### config.mk
export PLATFORM = sky130hd
export DESIGN_NAME = cbez_queue
export DESIGN_NICKNAME = d
export VERILOG_FILES = /design/src/hw/rtl/cbez_pkg.sv /design/src/hw/rtl/cbez_queue.sv
export SDC_FILE = /design/constraint.sdc
export NUM_CORES = 1
export LEC_CHECK = 0
export ABC_CLOCK_PERIOD_IN_PS = 21100
export BUFFER_PORTS_ARGS = -buffer_cell sky130_fd_sc_hd__buf_4
export CELL_PAD_IN_SITES_DETAIL_PLACEMENT = 1
export CELL_PAD_IN_SITES_GLOBAL_PLACEMENT = 2
export CORE_MARGIN = 5
export CORE_UTILIZATION = 49
export DETAILED_ROUTE_END_ITERATION = 8
export HOLD_SLACK_MARGIN = 0.06
export MAX_ROUTING_LAYER = met4
export PLACE_DENSITY = 0.85
export SETUP_SLACK_MARGIN = 0.3
export SLEW_MARGIN = 20
export SYNTH_ARGS = -nofsm -noshare
export SYNTH_HDL_FRONTEND = slang
export SYNTH_SLANG_ARGS = --single-unit
export TNS_END_PERCENT = 10
### constraint.sdc
create_clock -name clock -period 21.1 [get_ports clock]
set_clock_uncertainty 0.1 [all_clocks]
set_input_delay 2.11 -clock clock [delete_from_list [all_inputs] [get_ports clock]]
set_output_delay 2.11 -clock clock [all_outputs]
set_load 0.1 [all_outputs]
### src/hw/rtl/cbez_pkg.sv
// cbez_pkg: shared widths, payload types and the fixed-point lerp helper
// depends on nothing; used by every module of cubic_bezier_point
package cbez_pkg;

   localparam int COORD_WIDTH = 32;
   localparam int FRAC_BITS   = 16;
   localparam int TIME_WIDTH  = 16;
   localparam int T_WIDTH     = FRAC_BITS + 1;
   localparam int DIFF_WIDTH  = COORD_WIDTH + 1;
   localparam int QUEUE_DEPTH = 4;
   localparam int QPTR_WIDTH  = $clog2(QUEUE_DEPTH);

   typedef logic signed [COORD_WIDTH-1:0] coord_type;
   typedef logic [T_WIDTH-1:0] tval_type;
   typedef logic [TIME_WIDTH-1:0] time_type;

   typedef struct packed {
      coord_type p0;
      coord_type p1;
      coord_type p2;
      coord_type p3;
   } axis_type;

   typedef struct packed {
      axis_type  ax;
      axis_type  ay;
      time_type  elapsed;
      time_type  duration;
   } item_type;

   typedef struct packed {
      axis_type  ax;
      axis_type  ay;
      tval_type  t;
      logic      in_progress;
   } work_type;

   // a + floor((b - a) * t / 2^FRAC_BITS); t is at most 1.0 so the result stays in range
   function automatic coord_type lerp_fx(coord_type a, coord_type b, tval_type t);
      logic signed [DIFF_WIDTH-1:0]           d;
      logic signed [DIFF_WIDTH+T_WIDTH:0]     p;
      logic signed [DIFF_WIDTH+T_WIDTH:0]     s;
      d = DIFF_WIDTH'(b) - DIFF_WIDTH'(a);
      p = (DIFF_WIDTH+T_WIDTH+1)'(d) * $signed({1'b0, t});
      s = p >>> FRAC_BITS;
      return coord_type'(a + coord_type'(s));
   endfunction

endpackage

### src/hw/rtl/cbez_queue.sv
// cbez_queue: short fifo between the divider front and the interpolation back
// depends on cbez_pkg
module cbez_queue (
   input  logic                clock,
   input  logic                reset,
   input  logic                in_valid,
   input  cbez_pkg::work_type  in_work,
   output logic                in_ready,
   output logic                out_valid,
   output cbez_pkg::work_type  out_work,
   input  logic                out_ready
);
   import cbez_pkg::*;

   work_type                mem_ff [QUEUE_DEPTH];
   logic [QPTR_WIDTH-1:0]   wr_ff, wr_in, rd_ff, rd_in;
   logic [QPTR_WIDTH:0]     cnt_ff, cnt_in;
   logic                    push, pop;

   assign in_ready  = cnt_ff != (QPTR_WIDTH+1)'(QUEUE_DEPTH);
   assign out_valid = cnt_ff != '0;
   assign out_work  = mem_ff[rd_ff];
   assign push = in_valid && in_ready;
   assign pop  = out_valid && out_ready;

   always_comb begin
      wr_in  = push ? wr_ff + 1'b1 : wr_ff;
      rd_in  = pop ? rd_ff + 1'b1 : rd_ff;
      cnt_in = cnt_ff + (QPTR_WIDTH+1)'(push) - (QPTR_WIDTH+1)'(pop);
   end

   always_ff @(posedge clock) begin
      if (reset) begin
         wr_ff  <= '0;
         rd_ff  <= '0;
         cnt_ff <= '0;
      end else begin
         wr_ff  <= wr_in;
         rd_ff  <= rd_in;
         cnt_ff <= cnt_in;
      end
   end

   always_ff @(posedge clock) begin
      if (push) begin
         mem_ff[wr_ff] <= in_work;
      end
   end

   a_cnt: assert property (@(posedge clock) disable iff (reset)
      cnt_ff <= (QPTR_WIDTH+1)'(QUEUE_DEPTH))
      else $error("queue count overflow");
   a_ptr: assert property (@(posedge clock) disable iff (reset)
      (cnt_ff == '0 || cnt_ff == (QPTR_WIDTH+1)'(QUEUE_DEPTH)) |-> wr_ff == rd_ff)
      else $error("queue pointers disagree with count");
   a_cnt_step: assert property (@(posedge clock) disable iff (reset)
      push && !pop |=> cnt_ff == $past(cnt_ff) + 1'b1)
      else $error("queue count did not follow a push");
endmodule

==> results of run 1 <==
==> cell type report <==
type                            instances  share of cell area [%]
Sequential cell                      1105                   67.47
Multi-Input combinational cell        308                   13.14
Timing Repair Buffer                  576                   8.873
Clock buffer                          126                   5.690
Tap cell                             1070                   2.729
Clock inverter                         77                   1.944
Antenna cell                           23                  0.1173
Inverter                                5                 0.03826
==> synthesized netlist by cell type (all sizes together) <==
cell       n
a21boi     1
mux2       1
o31a       1
or3        1
edfxtp  1096
xnor2      1
nor2b      1
nand2b     2
o311ai     1
ha         6
nor3       1
nor2       8
clkbuf     4
mux4     274
nand2      1
dfxtp      9
mux2i      1
fa         1
buf       58
inv        5
xor2       2
and2       5
==> metal layers <==
metal	track usage, %	vias to the layer above	part of all wire [%]
li1	-	7717	-
met1	25.32	9582	36
met2	34.43	708	52
met3	7.750	104	10
met4	5.077	0	1.9
met5	-	-	0
==> stage by stage <==
| step | util (%) | area [um^2] | hold slack (ps) |
|---|---|---|---|
| 2_1_floorplan | - | 40230 | 382.0 |
| 3_5_place_dp | 55.37 | 45250 | 430.3 |
| 3_3_place_gp | 55.37 | 45250 | 394.1 |
| 4_1_cts | 59.96 | 48990 | 442.0 |
| 5_1_grt | 60.03 | 49050 | 452.5 |
| 6_report | 60.03 | 49060 | 437.7 |
==> state kept, by name, summed over array words and instances (netlist names), named ones only <==
register and cells:
rd_ff 2, mem_ff 1096, wr_ff 2, cnt_ff 3
==> power by group <==
group / switching (mW) / internal, mW
Sequential: 0.0856 / 2.69
Clock: 0.815 / 1.17
Combinational: 2.46 / 0.741
==> logic make-up after synthesis <==
family                   share of synthesized area [%]
AO/OA/AOI/OAI                                  0.06222
adder cells (fa/ha/maj)                         0.2364
buffers and inverters                            1.754
AND/OR/NAND/NOR                                 0.2364
multiplexers                                     15.39
flip-flops                                       82.25
XOR/XNOR                                       0.06532
==> worst max-delay path by stage <==
stage | endpoint | slack, ps
final | out_work[147] | 14020
after global routing | out_work[144] | 13570
after CTS | out_work[129] | 13510
after detailed placement | out_work[129] | 14280
after global placement | out_work[24] | 14360
after floorplan | mem_ff[0][0] | 11600
==> critical path, cell delays in order, from the launching register on <==
cell,delay [ps]
dfxtp_4,880
buf_4,840
buf_4,740
buf_6,660
mux4_2,660
buf_4,260
==> results.yml, run 1 <==
finish:
  layout_common_cells: "1096 x edfxtp_1, 573 x buf_4, 274 x mux4_2"
  regArea_um2: 33100
  final_common_cell: "edfxtp_1"
  multi_input_area_um2: 6444
  final_nets: 2389
  finalNonFillerCells: 3290
  fillers: 6741
  drive_above_1_share_pct: 46.56
  syn2layout_area_growth_pct: 21.94
worst_setup_path:
  crit_required_ps: 18890
  worst_ep_arrival_time_ps: 4870
  criticalPathCategory: "reg -> out"
  crit_path_end_kind: "primary output"
  critPathLaunchType: "flop"
  r2r_start: "cnt_ff[1]"
  worstReg2RegEnd: "mem_ff[1][75]"
  r2r_slack_ps: 17020
  critPathMaxFanout: 54
  r2r_cells: 5
drt:
  detail_route.wl_per_cell_um: 27.85
  firstDrtPassIters: 5
  ant_nets: 0
  drtIter0Drc: 1232
  drc_errors: 0
  vias_per_cell: 5.505
  vias: 18110
  drt-total-wl_um: 91620
cts:
  numCtsBuffers: 108
  insertion_delay_ps: 680
  cts_setup_buffers: 0
  tritoncts: "done"
  clk_pin_slew_ps: 60
  htree_levels: 3
  cts_hold_buf: 0
  clock_path_buffers: 3
  cts.sinks: 1105
  cts_resized: 0
  root_buffer: "clkbuf_16"
floorplan:
  start_util_pct: 49.23
  die_y_um: 296.5
  rows: 105
  num_io_pins: 554
  die_x_um: 296.5
  coreArea_um2: 81720
  die_area_um2: 87940
yosys:
  synth_seq_area_share_pct: 82.25
  ys_warn_count: 0
  ys_types: 26
  synthesis.area_um2: 40230
  yosys.area.top_type: "edfxtp_1"
  synth_top_area_share_pct: 81.81
  ys_ff_latch: 1105
  synth.area.top_cells: "edfxtp_1 82%, mux4_2 15%, buf_12 1.1%"
  syn_nets: 1765
  syn_avg_cell_area_um2: 27.18
  synth_cells: 1480
global_routing:
  grt_first_pass_wirelength_um: 132800
  antenna_found_initial: 21
  grt_usage_pct: 21.05
  grt_max_degree: 137
  grt_overflow_total: 0
  grt_pass1_vias: 19870
sta:
  finalWorstSetupSlack_ps: 14020
  setup_violations: 0
  clock.fmax_mhz: 141.3
  final.setup.tns_ps: 0
  period_share_pct: 33.53
  drv_slew: 0
  rsz0062_at_grt: "no"
  maxSlewHeadroom_pct: 24.00
  hold_viol: 0
  worstMarginPinSlew_ps: 1140
  layout_min_cycle_time_ps: 7075
placed_design:
  pre_cts_ws_ps: 14280
  hpwl_um: 57700
  gp_congestion: 0.8044
  dp.cells: 3064
  io_buffers: 553
worst_hold_path:
  hp-class: "reg -> reg"
  min_path_cells: 2
  hold_end: "wr_ff[1]"
  hold_start: "wr_ff[1]"
pwr:
  leakage_nw: 16.29
  vdd_drop_max_uv: 133.8
  p_per_area_nw_per_um2: 162.4
  power_mw: 7.965
status:
  status: "finished clean"
flow_run:
  max_cap_viol_count: 0
Power figures use the tool's default switching activity.
==> run 2: changes to the inputs <==
ABC_CLOCK_PERIOD_IN_PS = 5700   (was 21100)
CORE_UTILIZATION = 41   (was 49)
PLACE_DENSITY = 0.76   (was 0.85)
clock period = 5.7 ns   (was 21.1 ns; I/O delays follow)
==> run 2 against run 1 <==
Global-route usage is 2.6 points lower. Non-clock buffer count is 291 higher. Register-to-register slack got worse by 14000 ps. Hold slack worse by 160 ps. Core utilization down 6.7 points. First-iteration DRC count is 14% higher. Sequential share of layout area decreased by 4.0 points. Critical endpoint is now out_work[160]. Largest power group unchanged.
==> results.yml, run 2 (synthesis results as in run 1) <==
floorplan:
  coreArea_um2: 97840
  num_io_pins: 554
  die_area_um2: 104500
  start_util_pct: 41.12
  die_x_um: 323.3
  die_y_um: 323.3
  rows: 115
drt:
  firstDrtPassIters: 4
  ant_nets: 0
  drt-met1-wl_um: 36470
  wl_met3_um: 7206
  wl_met2_um: 49090
  vias: 19200
  vias_per_cell: 5.055
  drt-total-wl_um: 94680
  routed.top_layer: "met4"
  detail_route.wl_per_cell_um: 24.93
  drc_errors: 0
  drtIter0Drc: 1410
global_routing:
  grt_pass1_vias: 21650
  grt_overflow_total: 0
  antenna_found_initial: 18
  grt_max_degree: 93
  grt_first_pass_wirelength_um: 139700
  grt_usage_pct: 18.42
pwr:
  vdd_drop_max_uv: 419.6
  seqPwrFrac_pct: 34.7
  netSwitchingPower_mw: 12.47
  clockPowerShare_pct: 24.2
  comb_power_share_pct: 41.1
  leakage_nw: 17.52
  p_per_area_nw_per_um2: 566.3
  switching_share_pct: 42.22
  p_int_mw: 17.07
finish:
  drive_above_1_share_pct: 41.77
  top_regs: "mem_ff: 1096 flops, cnt_ff: 3 flops"
  final_nets: 2682
  layout_common_cells: "1096 x edfxtp_1, 580 x buf_4, 275 x dlygate4sd3_1"
  largest_reg_flops: 1096
  syn2layout_area_growth_pct: 29.65
  final_common_cell: "edfxtp_1"
  fillers: 8548
  top_register: "mem_ff"
worst_setup_path:
  critPathMaxStageDelay_ps: 860
  path_buf_inv: 2
  criticalPathCategory: "reg -> out"
  crit_required_ps: 5030
  critPathMaxFanout: 65
  r2r_cells: 4
  crit_chain: "buf_12 > mux4_2 > buf_4"
  cp_slowest_cell: "dfxtp_4"
  r2r_slack_ps: 2670
  critPathLaunchType: "flop"
  worst_ep_arrival_time_ps: 3040
  r2r_start: "cnt_ff[1]"
  worstReg2RegEnd: "mem_ff[2][88]"
  critical_path.top_delay_family: "flip-flops"
  crit_path_end_kind: "primary output"
cts:
  cts_resized: 0
  clk_pin_slew_ps: 60
  tritoncts: "done"
  htree_levels: 3
  root_buffer: "clkbuf_16"
  clock_path_buffers: 3
  numCtsBuffers: 110
  insertion_delay_ps: 670
  cts.sinks: 1105
sta:
  whs_ps: 277.7
  rsz0062_at_grt: "no"
  final.setup.tns_ps: 0
  setup_violations: 0
  worstMarginPinSlew_ps: 996.8
  maxSlewHeadroom_pct: 33.54
  period_share_pct: 65.12
  hold_viol: 0
  drv_slew: 0
  layout_min_cycle_time_ps: 3712
  clock.fmax_mhz: 269.4
placed_design:
  hpwl_um: 57420
  io_buffers: 553
  gp_congestion: 0.7514
status:
  status: "finished clean"
worst_hold_path:
  hold_start: "out_ready"
  hp-class: "in -> reg"
  min_path_cells: 4
flow_run:
  max_cap_viol_count: 0
[run 2: cell count changes in the layout (fill, tap and decap cells not counted), sizes merged]
cell	delta
inv	+3
clkinv	+5
clkbuf	+3
clkinvlp	-4
buf	+16
bufinv	-5
diode	-2
dlygate4sd3	+275
[run 2: final cells by class]
type	count	area (um^2)	area share (%)
antenna	21	52.55	0.1007
clock buffer	129	2867	5.495
clock inverter	76	723.2	1.386
inverter	5	18.77	0.03598
multi-input combinational	308	6444	12.35
sequential	1105	33100	63.46
tap	1287	1610	3.087
timing repair buffer	867	7347	14.09
[run 2: worst max path at each step]
stage,depth (start not counted),slack [ps],end
after detailed placement,4,2510,mem_ff[2][131]
after floorplan,2,-2260,mem_ff[0][0]
after global routing,3,1720,out_work[239]
after global placement,3,2590,out_work[160]
after CTS,3,1790,out_work[239]
final,3,1990,out_work[160]
[run 2: worst reg2reg max path, delay by kind of cell (launching register included)]
kind | cells | cell delay, ps
AND/OR/NAND/NOR | 2 | 970
buffers and inverters | 1 | 480
flip-flops | 1 | 450
AO/OA/AOI/OAI | 1 | 500
[run 2: timing repair]
| item | CTS | global route |
|---|---|---|
| endpoints found under the hold margin | 1103 | 0 |
| hold buffers | 275 | 0 |
| setup buffers | 0 | 0 |
[run 2: routing by layer]
metal	GRT usage [%]	vias to the layer above
li1	-	8308
met1	22.17	10170
met2	31.00	598
met3	5.181	119
met4	4.767	0
met5	-	-
[run 2: power by group through the flow]
| stage | Combinational, mW | Sequential [mW] | Clock (mW) |
|---|---|---|---|
| after floorplan | 9.74 | 10.5 | 0 |
| after global placement | 12.0 | 10.4 | 0 |
| after detailed placement | 12.1 | 10.4 | 0 |
| after CTS | 12.3 | 10.3 | 7.34 |
| after global routing | 12.5 | 10.3 | 7.74 |
| final | 12.1 | 10.3 | 7.15 |
[run 2: metrics by stage]
step           utilization (%)  total power [mW]  setup WS, ps  instance area (um^2)  instances
2_1_floorplan                -             20.24         -2257                 40230       1480
3_3_place_gp             46.77             22.36          2586                 45770       3297
3_5_place_dp             46.77             22.51          2511                 45770       3297
4_1_cts                  53.26             29.89          1790                 52110       3777
5_1_grt                  53.30             30.59          1723                 52150       3795
6_report                 53.31             29.54          1988                 52160       3798
==> run 3: changes to the inputs <==
ABC_CLOCK_PERIOD_IN_PS = 3000   (was 5700)
clock period = 3 ns   (was 5.7 ns; I/O delays follow)
==> run 3 against run 2 <==
Clock power is 96% higher. First-iteration DRC count is 17% higher. Sequential cell count stayed put. Wire length is 8.6% higher. Register-to-register slack worse by 2100 ps. Global-route usage is 1.5 points higher. Sequential share of layout area is 1.7 points lower. Worst setup slack worse by 1800 ps. Total power is 97% higher. Count of clock-buffer cells in the layout is 7 lower. Non-clock buffer count is 58 higher. Die area stayed put.
==> results.yml, run 3 (synthesis results as in run 1) <==
finish:
  top_regs: "mem_ff: 1096 flops, cnt_ff: 3 flops"
  final_common_cell: "edfxtp_1"
  syn2layout_area_growth_pct: 33.26
  final_nets: 2740
  layout_common_cells: "1096 x edfxtp_1, 523 x buf_4, 277 x dlygate4sd3_1"
  design_area_um2: 53610
  fillers: 8443
  largest_reg_flops: 1096
  finalNonFillerCells: 3860
  final_util_pct: 54.79
  top_register: "mem_ff"
  drive_above_1_share_pct: 43.42
floorplan:
  die_y_um: 323.3
  rows: 115
  start_util_pct: 41.12
  coreArea_um2: 97840
  die_area_um2: 104500
  num_io_pins: 554
  die_x_um: 323.3
worst_setup_path:
  r2r_start: "cnt_ff[0]"
  worst_ep_arrival_time_ps: 2370
  critPathMaxFanout: 10
  crit_required_ps: 2600
  critPathLaunchType: "flop"
  crit_path_end_kind: "primary output"
  criticalPathCategory: "reg -> out"
placed_design:
  io_buffers: 553
  dp.cells: 3334
  dpl_cell_area_um2: 46330
  hpwl_um: 61470
  gp_congestion: 0.7719
global_routing:
  grt_max_degree: 91
  grt_pass1_vias: 22250
  grt_usage_pct: 19.93
  grt_overflow_total: 0
  antenna_found_initial: 20
  grt_first_pass_wirelength_um: 149400
drt:
  drc_errors: 0
  vias_per_cell: 5.107
  ant_nets: 0
  firstDrtPassIters: 5
  vias: 19710
  drt-total-wl_um: 102800
  drtIter0Drc: 1652
  detail_route.wl_per_cell_um: 26.64
pwr:
  p_per_area_nw_per_um2: 1085
  vdd_drop_max_uv: 944.9
  leakage_nw: 18.11
cts:
  root_buffer: "clkbuf_16"
  clock_path_buffers: 3
  clk_pin_slew_ps: 60
  htree_levels: 3
  numCtsBuffers: 110
  insertion_delay_ps: 670
  cts.sinks: 1105
  tritoncts: "done"
status:
  status: "finished clean"
sta:
  period_share_pct: 92.44
  maxSlewHeadroom_pct: 59.44
  drv_slew: 0
  worstMarginPinSlew_ps: 608.5
  layout_min_cycle_time_ps: 2773
  final.setup.tns_ps: 0
  clock.fmax_mhz: 360.6
  hold_viol: 0
  setup_violations: 0
  rsz0062_at_grt: "yes"
flow_run:
  max_cap_viol_count: 0
worst_hold_path:
  hp-class: "in -> reg"
  hold_start: "in_work[262]"
run 3: cell types whose count changed in the layout (fill, tap and decap cells not counted), moves of 7 or more:
cell / delta
clkinv_2: -10
clkinvlp_4: +9
clkbuf_1: -8
buf_16: +13
clkinv_4: +7
buf_4: -57
buf_6: +75
buf_12: +21
run 3: critical path, cell delays in order, from the launching register on:
cell and delay [ps]:
dfxtp_4 430, buf_6 160, bufbuf_16 310, mux4_2 540
buf_4 260
run 3: final timing paths:
check / to / slack (ps) / cells past startpoint
setup reg to reg: cnt_ff[2] / 610 / 11
hold / removal: mem_ff[3][262] / 260 / 2
setup / recovery: out_work[3] / 230 / 4
hold reg to reg: flop / 420 / 2
run 3: final cells by class:
type                       instances  area, um^2  share of cell area (%)
inverter                           5       18.77                 0.03501
sequential                      1105       33100                   61.75
tap                             1287        1610                   3.004
clock inverter                    87       842.1                   1.571
clock buffer                     122        2861                   5.337
timing repair buffer             925        8660                   16.15
multi-input combinational        308        6462                   12.05
antenna                           21       52.55                 0.09802
run 3: metrics by stage:
step                      worst slack [ps]  hold slack [ps]  power (mW)
after global routing                 121.5            220.5       60.12
after CTS                            141.3            186.0       58.35
after floorplan                     -120.3            298.9       38.10
final                                226.7            256.0       58.14
after global placement               677.9            395.2       42.85
after detailed placement             597.8            403.4       43.10
run 3: timing repair:
| action | in CTS | in global routing |
|---|---|---|
| endpoints found under the setup margin | 260 | 265 |
| setup buffers | 9 | 1 |
| gates cloned | 7 | 2 |
| hold buffers | 277 | 0 |
| endpoints found under the hold margin | 1105 | 0 |
| resized for setup | 82 | 16 |
run 3: per-layer routing:
metal | wire, um | vias up | part of all wire (%) | global-route usage [%]
li1 | - | 8442 | - | -
met5 | 0 | - | 0 | -
met4 | 2650 | 0 | 2.6 | 6.060
met3 | 7916 | 157 | 7.7 | 5.725
met1 | 38940 | 10420 | 38 | 23.68
met2 | 53310 | 692 | 52 | 33.34
run 3: report_power, final:
part / switching (mW) / total, mW / internal, mW
registers: 0.468 / 19.4 / 18.9
clock network: 5.91 / 14.0 / 8.10
logic: 18.1 / 24.8 / 6.65
total: 24.5 / 58.1 / 33.7
